## src/design/pcfp_pkg.sv

```systemverilog
// Shared types and constants of the panel command frame parser.
package pcfp_pkg;

  localparam logic [7:0] HDR_BYTE     = 8'h55;
  localparam logic [7:0] TAIL_BYTE    = 8'hFF;
  localparam logic [7:0] SNOOZE_B1    = 8'hEE;
  localparam logic [7:0] SNOOZE_B2    = 8'h01;
  localparam logic [7:0] CONFIRM7_B1  = 8'hAA;
  localparam logic [7:0] CONFIRM7_B2  = 8'h01;
  localparam logic [7:0] CONFIRM7_B3  = 8'h0D;
  localparam logic [7:0] HOUR_LIMIT   = 8'd24;
  localparam logic [7:0] MINUTE_LIMIT = 8'd60;
  localparam logic [7:0] MED_BP       = 8'd1;
  localparam logic [7:0] MED_SUGAR    = 8'd2;
  localparam logic [1:0] CMD_PLAIN    = 2'd2;

  localparam logic [2:0] LEN_SHORT = 3'd6;
  localparam logic [2:0] LEN_LONG  = 3'd7;

  typedef enum logic [2:0] {
    EV_NONE    = 3'd0,
    EV_HEADER  = 3'd1,
    EV_CONFIRM = 3'd2,
    EV_PLAIN   = 3'd3,
    EV_SNOOZE  = 3'd4,
    EV_TYPED   = 3'd5
  } event_t;

  typedef struct packed {
    event_t     evt;
    logic       set_alarm;
    logic       set_med;
    logic [1:0] cmd;
  } cls_res_t;

endpackage

```

## src/design/pcfp_if.sv

```systemverilog
// Valid/ready channel interfaces for received bytes and parser results.
interface pcfp_in_if;
  logic       valid;
  logic       ready;
  logic [7:0] rx_byte;

  modport source (output valid, output rx_byte, input ready);
  modport sink   (input valid, input rx_byte, output ready);
endinterface

interface pcfp_out_if;
  logic       valid;
  logic       ready;
  logic [2:0] event_res;
  logic       frame_done;
  logic [4:0] hour_out;
  logic [5:0] minute_out;
  logic [1:0] command_out;
  logic [1:0] medicine_out;
  logic [2:0] diag_out;

  modport source (output valid, output event_res, output frame_done, output hour_out,
                  output minute_out, output command_out, output medicine_out,
                  output diag_out, input ready);
  modport sink   (input valid, input event_res, input frame_done, input hour_out,
                  input minute_out, input command_out, input medicine_out,
                  input diag_out, output ready);
endinterface

```

## src/design/pcfp_classify.sv

```systemverilog
// Frame classifier: decides the event of a frame whose tail has been seen.
module pcfp_classify (
  input  logic              long_frame,
  input  logic [7:0]        b1,
  input  logic [7:0]        b2,
  input  logic [7:0]        b3,
  output pcfp_pkg::cls_res_t res
);
  import pcfp_pkg::*;

  logic time_ok;

  assign time_ok = (b1 < HOUR_LIMIT) && (b2 < MINUTE_LIMIT);

  always_comb begin
    res.evt       = EV_NONE;
    res.set_alarm = 1'b0;
    res.set_med   = 1'b0;
    res.cmd       = CMD_PLAIN;
    if (!long_frame) begin
      if (b1 == SNOOZE_B1 && b2 == SNOOZE_B2) begin
        res.evt = EV_SNOOZE;
      end else if (b1 == TAIL_BYTE && b2 == TAIL_BYTE) begin
        res.evt = EV_CONFIRM;
      end else if (time_ok) begin
        res.evt       = EV_PLAIN;
        res.set_alarm = 1'b1;
      end
    end else begin
      if (b1 == CONFIRM7_B1 && b2 == CONFIRM7_B2 && b3 == CONFIRM7_B3) begin
        res.evt = EV_CONFIRM;
      end else if (time_ok && (b3 == MED_BP || b3 == MED_SUGAR)) begin
        res.evt       = EV_TYPED;
        res.set_alarm = 1'b1;
        res.set_med   = 1'b1;
        res.cmd       = b3[1:0];
      end
    end
  end

endmodule

```

## src/design/panel_command_frame_parser_unit.sv

```systemverilog
// Top level of the panel command frame parser.
// The parser takes received panel bytes on the in_ch channel, one per transfer,
// and returns exactly one result per byte on the out_ch channel.
// A frame opens with 0x55 and closes with three 0xFF bytes after six or seven
// bytes in total; a 0x55 inside an open frame restarts it.
// Each result carries the event code, a frame_done flag for valid frames, and
// the stored alarm hour, minute, command, medicine type and diagnostic code
// as they stand after that byte.
// A byte passes through an input register and a result register, so its
// result is on out_ch once it has left the input register, and it is taken
// at an edge where the receiver is ready.
// One byte can be taken in every cycle while out_ch is not stalled; the frame
// counter and the byte store update as a byte passes between the registers.
// When the receiver stalls, the result register holds its value, the byte in
// the input register waits, and in_ch.ready falls once both are full.
// Synchronous reset closes any open frame and clears the stored alarm fields,
// the medicine type and the diagnostic code; both registers become empty.
module panel_command_frame_parser_unit (
  input  logic           clk,
  input  logic           rst_n,
  pcfp_in_if.sink        in_ch,
  pcfp_out_if.source     out_ch
);
  import pcfp_pkg::*;

  logic       s1_valid_r;
  logic [7:0] s1_byte_r;
  logic       out_valid_r;
  logic       s1_adv;
  logic       s1_fire;

  logic [2:0] cnt_r, cnt_nxt;
  logic [7:0] st_r [5];
  logic       st_we;
  logic [4:0] hour_r, hour_nxt;
  logic [5:0] minute_r, minute_nxt;
  logic [1:0] cmd_r, cmd_nxt;
  logic [1:0] med_r, med_nxt;
  logic [2:0] diag_r, diag_nxt;
  event_t     ev_r, ev_nxt;
  logic       done_r, done_nxt;

  logic       is_hdr;
  logic [2:0] n_new;
  logic       tail_ok;
  cls_res_t   cls;

  assign s1_adv      = !out_valid_r || out_ch.ready;
  assign s1_fire     = s1_valid_r && s1_adv;
  assign in_ch.ready = !s1_valid_r || s1_adv;

  always_ff @(posedge clk) begin
    if (!rst_n) begin
      s1_valid_r <= 1'b0;
    end else if (in_ch.ready) begin
      s1_valid_r <= in_ch.valid;
    end
  end

  always_ff @(posedge clk) begin
    if (in_ch.ready && in_ch.valid) begin
      s1_byte_r <= in_ch.rx_byte;
    end
  end

  assign is_hdr = (s1_byte_r == HDR_BYTE);
  assign n_new  = cnt_r + 3'd1;

  always_comb begin
    tail_ok = 1'b0;
    if (n_new == LEN_SHORT) begin
      tail_ok = (st_r[2] == TAIL_BYTE) && (st_r[3] == TAIL_BYTE) && (s1_byte_r == TAIL_BYTE);
    end else if (n_new == LEN_LONG) begin
      tail_ok = (st_r[3] == TAIL_BYTE) && (st_r[4] == TAIL_BYTE) && (s1_byte_r == TAIL_BYTE);
    end
  end

  pcfp_classify u_classify (
    .long_frame (n_new == LEN_LONG),
    .b1         (st_r[0]),
    .b2         (st_r[1]),
    .b3         (st_r[2]),
    .res        (cls)
  );

  always_comb begin
    cnt_nxt    = cnt_r;
    hour_nxt   = hour_r;
    minute_nxt = minute_r;
    cmd_nxt    = cmd_r;
    med_nxt    = med_r;
    diag_nxt   = diag_r;
    ev_nxt     = EV_NONE;
    done_nxt   = 1'b0;
    st_we      = 1'b0;
    if (is_hdr) begin
      cnt_nxt  = 3'd1;
      ev_nxt   = EV_HEADER;
      diag_nxt = 3'(EV_HEADER);
    end else if (cnt_r == 3'd0) begin
      cnt_nxt = 3'd0;
    end else if (cnt_r >= LEN_LONG) begin
      cnt_nxt = 3'd0;
    end else begin
      st_we = 1'b1;
      if (tail_ok) begin
        cnt_nxt = 3'd0;
        ev_nxt  = cls.evt;
        if (cls.evt != EV_NONE) begin
          done_nxt = 1'b1;
          diag_nxt = 3'(cls.evt);
        end
        if (cls.set_alarm) begin
          hour_nxt   = st_r[0][4:0];
          minute_nxt = st_r[1][5:0];
          cmd_nxt    = cls.cmd;
        end
        if (cls.set_med) begin
          med_nxt = cls.cmd;
        end
      end else if (n_new == LEN_LONG) begin
        cnt_nxt = 3'd0;
      end else begin
        cnt_nxt = n_new;
      end
    end
  end

  always_ff @(posedge clk) begin
    for (int i = 0; i < 5; i++) begin
      if (s1_fire && st_we && cnt_r == 3'(i + 1)) begin
        st_r[i] <= s1_byte_r;
      end
    end
  end

  always_ff @(posedge clk) begin
    if (!rst_n) begin
      out_valid_r <= 1'b0;
      cnt_r       <= 3'd0;
      hour_r      <= 5'd0;
      minute_r    <= 6'd0;
      cmd_r       <= 2'd0;
      med_r       <= 2'd0;
      diag_r      <= 3'd0;
    end else begin
      if (s1_adv) begin
        out_valid_r <= s1_valid_r;
      end
      if (s1_fire) begin
        cnt_r    <= cnt_nxt;
        hour_r   <= hour_nxt;
        minute_r <= minute_nxt;
        cmd_r    <= cmd_nxt;
        med_r    <= med_nxt;
        diag_r   <= diag_nxt;
      end
    end
  end

  always_ff @(posedge clk) begin
    if (s1_fire) begin
      ev_r   <= ev_nxt;
      done_r <= done_nxt;
    end
  end

  assign out_ch.valid        = out_valid_r;
  assign out_ch.event_res    = ev_r;
  assign out_ch.frame_done   = done_r;
  assign out_ch.hour_out     = hour_r;
  assign out_ch.minute_out   = minute_r;
  assign out_ch.command_out  = cmd_r;
  assign out_ch.medicine_out = med_r;
  assign out_ch.diag_out     = diag_r;

  // A frame never stays open past its seventh byte.
  a_cnt_range: assert property (@(posedge clk) disable iff (!rst_n)
    cnt_r != LEN_LONG)
    else $error("frame counter reached seven");

  a_hdr_opens: assert property (@(posedge clk) disable iff (!rst_n)
    (s1_fire && is_hdr) |=> (cnt_r == 3'd1 && diag_r == 3'(EV_HEADER)))
    else $error("header byte did not open a frame");

  a_done_event: assert property (@(posedge clk) disable iff (!rst_n)
    (out_valid_r && done_r) |-> (ev_r != EV_NONE && ev_r != EV_HEADER))
    else $error("frame_done without a frame event");

  a_alarm_range: assert property (@(posedge clk) disable iff (!rst_n)
    (hour_r < 5'd24) && (minute_r < 6'd60))
    else $error("stored alarm time out of range");

  a_cmd_med: assert property (@(posedge clk) disable iff (!rst_n)
    (med_r != 2'd0) |-> (cmd_r == med_r || cmd_r == CMD_PLAIN))
    else $error("alarm command inconsistent with medicine type");

endmodule
```

## src/flat_wrapper.sv

```systemverilog
// flat-port wrapper written by rule: the top's interface ports become plain ports
module panel_command_frame_parser_unit_flat import pcfp_pkg::*;
  (clk, rst_n, in_ch_valid, in_ch_rx_byte, in_ch_ready, out_ch_valid, out_ch_event_res, out_ch_frame_done, out_ch_hour_out, out_ch_minute_out, out_ch_command_out, out_ch_medicine_out, out_ch_diag_out, out_ch_ready);
  pcfp_in_if in_ch_i ();
  pcfp_out_if out_ch_i ();
  input  logic clk;
  input  logic rst_n;
  input wire logic [$bits(in_ch_i.valid)-1:0] in_ch_valid;
  input wire logic [$bits(in_ch_i.rx_byte)-1:0] in_ch_rx_byte;
  output wire logic [$bits(in_ch_i.ready)-1:0] in_ch_ready;
  output wire logic [$bits(out_ch_i.valid)-1:0] out_ch_valid;
  output wire logic [$bits(out_ch_i.event_res)-1:0] out_ch_event_res;
  output wire logic [$bits(out_ch_i.frame_done)-1:0] out_ch_frame_done;
  output wire logic [$bits(out_ch_i.hour_out)-1:0] out_ch_hour_out;
  output wire logic [$bits(out_ch_i.minute_out)-1:0] out_ch_minute_out;
  output wire logic [$bits(out_ch_i.command_out)-1:0] out_ch_command_out;
  output wire logic [$bits(out_ch_i.medicine_out)-1:0] out_ch_medicine_out;
  output wire logic [$bits(out_ch_i.diag_out)-1:0] out_ch_diag_out;
  input wire logic [$bits(out_ch_i.ready)-1:0] out_ch_ready;
  assign in_ch_i.valid = in_ch_valid;
  assign in_ch_i.rx_byte = in_ch_rx_byte;
  assign in_ch_ready = in_ch_i.ready;
  assign out_ch_valid = out_ch_i.valid;
  assign out_ch_event_res = out_ch_i.event_res;
  assign out_ch_frame_done = out_ch_i.frame_done;
  assign out_ch_hour_out = out_ch_i.hour_out;
  assign out_ch_minute_out = out_ch_i.minute_out;
  assign out_ch_command_out = out_ch_i.command_out;
  assign out_ch_medicine_out = out_ch_i.medicine_out;
  assign out_ch_diag_out = out_ch_i.diag_out;
  assign out_ch_i.ready = out_ch_ready;
  panel_command_frame_parser_unit u_core (.clk(clk), .rst_n(rst_n), .in_ch(in_ch_i), .out_ch(out_ch_i));
endmodule
```

## config.mk

```make
export PLATFORM = sky130hd
export DESIGN_NAME = panel_command_frame_parser_unit_flat
export DESIGN_NICKNAME = d
export VERILOG_FILES = /design/src/design/pcfp_pkg.sv /design/src/design/pcfp_if.sv /design/src/design/pcfp_classify.sv /design/src/design/panel_command_frame_parser_unit.sv /design/src/flat_wrapper.sv
export SDC_FILE = /design/constraint.sdc
export NUM_CORES = 1
export LEC_CHECK = 0
export BUFFER_PORTS_ARGS = -buffer_cell sky130_fd_sc_hd__buf_2
export CAP_MARGIN = 20
export CORE_MARGIN = 2
export CORE_UTILIZATION = 43
export CTS_CLUSTER_SIZE = 14
export DETAILED_ROUTE_END_ITERATION = 8
export GPL_ROUTABILITY_DRIVEN = 0
export PLACE_DENSITY = 0.72
export SETUP_SLACK_MARGIN = 0.4
export SLEW_MARGIN = 20
export SYNTH_ARGS = -nofsm -noshare
export SYNTH_HDL_FRONTEND = slang
export SYNTH_SLANG_ARGS = --single-unit
export TNS_END_PERCENT = 50
```

## constraint.sdc

```tcl
create_clock -name clk -period 7.5 [get_ports clk]
set_clock_uncertainty 0.15 [all_clocks]
set_input_delay 1.5 -clock clk [delete_from_list [all_inputs] [get_ports clk]]
set_output_delay 1.5 -clock clk [all_outputs]
set_load 0.1 [all_outputs]
```

Word-level counts from Yosys, hierarchy flattened
Memory sizes are Yosys's and may differ from the RTL's.
Index checks and enable logic that the tools add are counted.

operators by class
  reduce and logical (&&, ||, !) cells = 35
  bitwise gates (word level) = 4
  eq/ne operators = 22
  add/subtract/negate cells = 1
  multiplexer cells = 51
  magnitude comparators = 3

operators with widths
  cell                                                                   number
  8-bit == test (second input constant)                                  8
  3-bit 2-to-1 mux                                                       18
  8-bit 2-to-1 mux                                                       4
  8-bit OR reduction                                                     4
  1-bit 2-to-1 mux                                                       25
  1-bit logical AND                                                      18
  8-bit by 1-bit == test with 1-bit output (second input constant)       2
  3-bit == test (second input constant)                                  4
  6-bit AND reduction                                                    2
  8-bit by 2-bit == test with 1-bit output (second input constant)       1
  8-bit by 4-bit == test with 1-bit output (second input constant)       1
  8-bit by 7-bit == test with 1-bit output (second input constant)       1
  8-bit by 5-bit < comparator with 1-bit output (second input constant)  1
  8-bit by 6-bit < comparator with 1-bit output (second input constant)  1
  4-bit 2-to-1 mux                                                       2
  7-bit 2-to-1 mux                                                       1
  3-bit by 2-bit == test with 1-bit output (second input constant)       2
  5-bit AND reduction                                                    1
  2-bit by 1-bit != test with 1-bit output (second input constant)       2
  1-bit inverter                                                         4
  2-bit nonzero test                                                     2
  4-bit OR reduction                                                     1
  3-bit by 1-bit adder with 3-bit output (second input constant)         1
  3-bit by 1-bit == test with 1-bit output (second input constant)       1
  other kinds (6)                                                        9

word-level totals
  bits in writable memories = 40
  memories = 1
  bits in registers = 35
  output and inout bits = 24
  input port bits = 12
  logic and storage cells = 129

memories
  name         words  width  rd ports  clocked after memory_dff  wr ports  line                                   RTL
  u_core.st_r  5      8      5         0                         1         panel_command_frame_parser_unit.sv:33  logic [7:0] st_r [5];

Longest topological paths before layout
  depth after elaboration = 13
  depth in mapped cells = 9
  mapped depth without buffers = 8

Hierarchy
Synthesis repeated with hierarchy kept, for this count alone.

second synthesis, totals
  cell total of the unflattened synthesis = 246
  area, all modules = 3052.9 µm²

by module, submodules not included
  module                           cells each  instances  sequential area each (µm²)  area each (µm²)
  panel_command_frame_parser_unit  215         1          2021.9                      2861.5
  pcfp_classify                    31          1          0.0                         191.4

Least setup slack after synthesis
OpenSTA, ideal clock, no wires.

  path type = input port to output port
  start point = input port out_ch_ready
  end point = output port in_ch_ready
  data required time = 5850 ps
  arrival time = 2260 ps
  slack = 3590 ps
  path buffers = 0
  stages = 2
  cell sequence = nor2b_1 > nand2_1

on the way
  cells in the longest elaborated chain, start to end = 2

RTL lines
  item                line                                   RTL
  start: declaration  flat_wrapper.sv:19                     input wire logic [$bits(out_ch_i.ready)-1:0] out_ch_ready;
  1-bit logical OR    panel_command_frame_parser_unit.sv:48  assign s1_adv = !out_valid_r || out_ch.ready;
  1-bit logical OR    panel_command_frame_parser_unit.sv:50  assign in_ch.ready = !s1_valid_r || s1_adv;
  end: declaration    flat_wrapper.sv:10                     output wire logic [$bits(in_ch_i.ready)-1:0] in_ch_ready;

Every way passes these cells.

Worst setup path after layout
Ends and elaborated chain as after synthesis.

==> results.json <==
{
  "synth_seq_cells": 75,
  "start_util_pct": 44.3,
  "status": "finished clean",
  "diodes": 0,
  "drtIter0Drc": 105,
  "place_ws_ns": 3.65,
  "syn-instance-count": 218,
  "nets": 281,
  "synth_seq_area_share_pct": 67.2,
  "layout_commonest_cell": "edfxtp_1",
  "rows": 30,
  "tns_ns": 0,
  "ys_async_sr_fraction_pct": 0,
  "clock.fmax_mhz": 260,
  "drt-pass1-iter-count": 4,
  "worstPathArrival_ns": 2.20,
  "grt_pass1_wl_mm": 8.87,
  "fin_ws_ns": 3.65,
  "ant_nets": 0,
  "crit_slowest_cell": "buf_2",
  "place_hpwl_mm": 3.80,
  "synth-simple-area-share_pct": 18.3,
  "area_growth_pct": 15.3,
  "drv_slew": 0,
  "synth_mux_area_share_pct": 3.99,
  "cts_buffers": 9,
  "synth_area_per_cell_um2": 13.8,
  "hold_depth": 2,
  "stdcell_area_um2": 3470,
  "crit_cells": 4,
  "dieArea_um2": 7680,
  "tritoncts": "yes",
  "clk_latency_ns": 0.34,
  "portBuffers": 35,
  "fp.coreArea_um2": 6790,
  "dp_cells": 346,
  "synth_compound_area_share_pct": 5.70,
  "grt_max_degree": 25,
  "synth_top_family_by_area": "simple AND/OR/NAND/NOR gates",
  "worstMarginPinSlew_ns": 0.762,
  "path_clk_slew_ns": 0.07,
  "leakage_nw": 1.22,
  "p_per_area_nw_per_um2": 221,
  "rsz0062_at_grt": "false",
  "critPathBufInv": 2,
  "hold_buffers": 0,
  "finalCritPeriodShare_pct": 51.4,
  "critPathMaxFanout": 4,
  "wl_mm": 5.42,
  "final_cell_mix": "52 x edfxtp_1, 35 x buf_2, 23 x dfxtp_1",
  "num_vias": 1915,
  "die_w_um": 87.7,
  "cp_common_cell": "buf_2",
  "drv_cap": 0,
  "track_usage_pct": 15.6,
  "crit_path_start_kind": "input port",
  "synth.distinct_cells": 40,
  "drive_above_1_share_pct": 21.4,
  "end_kind": "primary output",
  "cts_root_buffer": "clkbuf_8",
  "slew_headroom_pct": 49.0,
  "synth_edf_count": 52,
  "clkSinkCount": 75,
  "placed_area_um2": 3290,
  "setup_viol": 0,
  "antenna_found_initial": 0,
  "hp-class": "reg -> reg",
  "cts_setup_buffers": 0,
  "avgRoutedWirePerCell_um": 15.0,
  "synth_fa_ha_area_share_pct": 3.33,
  "clk_path_buf_depth": 2,
  "drc": 0,
  "fin_crit_ns": 3.85,
  "post_cts_resized": 0,
  "h-tree-depth": 3,
  "io_pins": 36,
  "ys.flop_type": "edfxtp_1",
  "final_util_pct": 51.1,
  "final_cells": 362,
  "syn_nets": 238,
  "crit_family": "buffers and inverters",
  "rr_worst_depth": 8,
  "cp_cell_sequence": "buf_2 -> nor2b_1 -> nand2_1 -> buf_2",
  "grt_pass1_vias": 1802,
  "synth_area_um2": 3010,
  "max_stage_delay_ns": 0.30,
  "required_ns": 5.85,
  "irDropWorstVdd_v": 0.000175,
  "crit_type": "in -> out",
  "yosys.area_share.xor_xnor_pct": 0.291,
  "routed_via_density": 5.29,
  "yosysWarnings": 0,
  "fp.dieH_um": 87.7,
  "grt-ovfl-total": 0,
  "hold_viol": 0
}
[sequential cells by signal (all words and copies together), names as in the netlist]
name	cells
u_core.cnt_r	3
u_core.out_ch.diag_out	3
u_core.out_ch.minute_out	6
u_core.st_r	40
u_core.out_ch.valid	1
u_core.out_ch.hour_out	5
u_core.out_ch.frame_done	1
u_core.s1_valid_r	1
u_core.out_ch.medicine_out	2
u_core.s1_byte_r	8
u_core.out_ch.command_out	2
u_core.out_ch.event_res	3
[worst register-to-register path, delay by kind of cell (launching register included)]
kind / cells / cell delay [ns]
AOI/OAI and AO/OA: 1 / 0.26
adders and majority gates: 2 / 0.58
DFF: 1 / 0.37
and+or+nand+nor: 4 / 1.25
muxes: 1 / 0.26
[report_power, final]
group | internal, W | switching (W) | total, W
combinational | 0.00000680 | 0.0000179 | 0.0000247
sequential | 0.000447 | 0.00000658 | 0.000453
clock | 0.000152 | 0.000138 | 0.000290
total | 0.000606 | 0.000162 | 0.000768
[Yosys cell counts (2+ instances only)]
master	count	area, um2
a21oi_1	4	20.0
and2_1	2	12.5
and3_1	7	43.8
clkbuf_1	2	7.51
dfxtp_1	23	460
edfxtp_1	52	1560
ha_1	8	100
inv_1	4	15.0
mux2i_1	12	120
nand2_1	6	22.5
nand2b_1	3	18.8
nand3_1	7	35.0
nand4_1	12	75.1
nor2_1	14	52.6
nor2b_1	17	106
nor3_1	6	30.0
nor4_1	5	31.3
nor4_2	3	37.5
o21a_1	3	22.5
o21ai_0	7	35.0
o2bb2ai_1	2	17.5
[path summary, 6_finish.rpt]
kind | slack, ns | to | startpoint
setup / recovery | 3.65 | in_ch_ready | out_ch_ready
hold / removal | 0.35 | u_core.out_ch.diag_out[2]$_SDFFE_PN0P_ | u_core.out_ch.diag_out[2]$_SDFFE_PN0P_
setup reg to reg | 4.51 | u_core.out_ch.hour_out[2]$_SDFFE_PN0P_ | u_core.cnt_r[0]$_SDFFE_PN0P_
hold reg to reg | 0.35 | u_core.out_ch.diag_out[2]$_SDFFE_PN0P_ | u_core.out_ch.diag_out[2]$_SDFFE_PN0P_
[metal layers]
metal | vias up | wire (um) | track usage (%) | share of wire [%]
li1 | 910 | - | - | -
met1 | 937 | 2510 | 20.2 | 46
met2 | 57 | 2590 | 24.6 | 48
met3 | 11 | 244 | 5.66 | 4.5
met4 | 0 | 82 | 5.03 | 1.5
met5 | - | 0 | 0 | 0
[final cells by class]
cell class,instances,area (um2)
clock buffers,11,131
clock inverters,5,53.8
fillers,610,3320
inverters,5,18.8
multi-input cells,135,950
flip-flops and latches,75,2020
well taps,96,120
repair buffers,35,175
[through the flow]
stage                     total power [W]  hold WS, ns
final                            0.000768        0.347
after global routing             0.000795        0.370
after CTS                        0.000776        0.351
after detailed placement         0.000487        0.339
after global placement           0.000487        0.335
after floorplan                  0.000478        0.336
[logic make-up (layout without fill, tap and decap cells)]
family,Yosys count,count (layout)
AO/OA/AOI/OAI,25,25
XOR/XNOR,1,1
adder cells (fa/ha/maj),8,8
buffers and inverters,8,56
flip-flops,75,75
multiplexers,12,12
AND/OR/NAND/NOR,89,89
No activity file was read; power rests on OpenSTA's default activity.
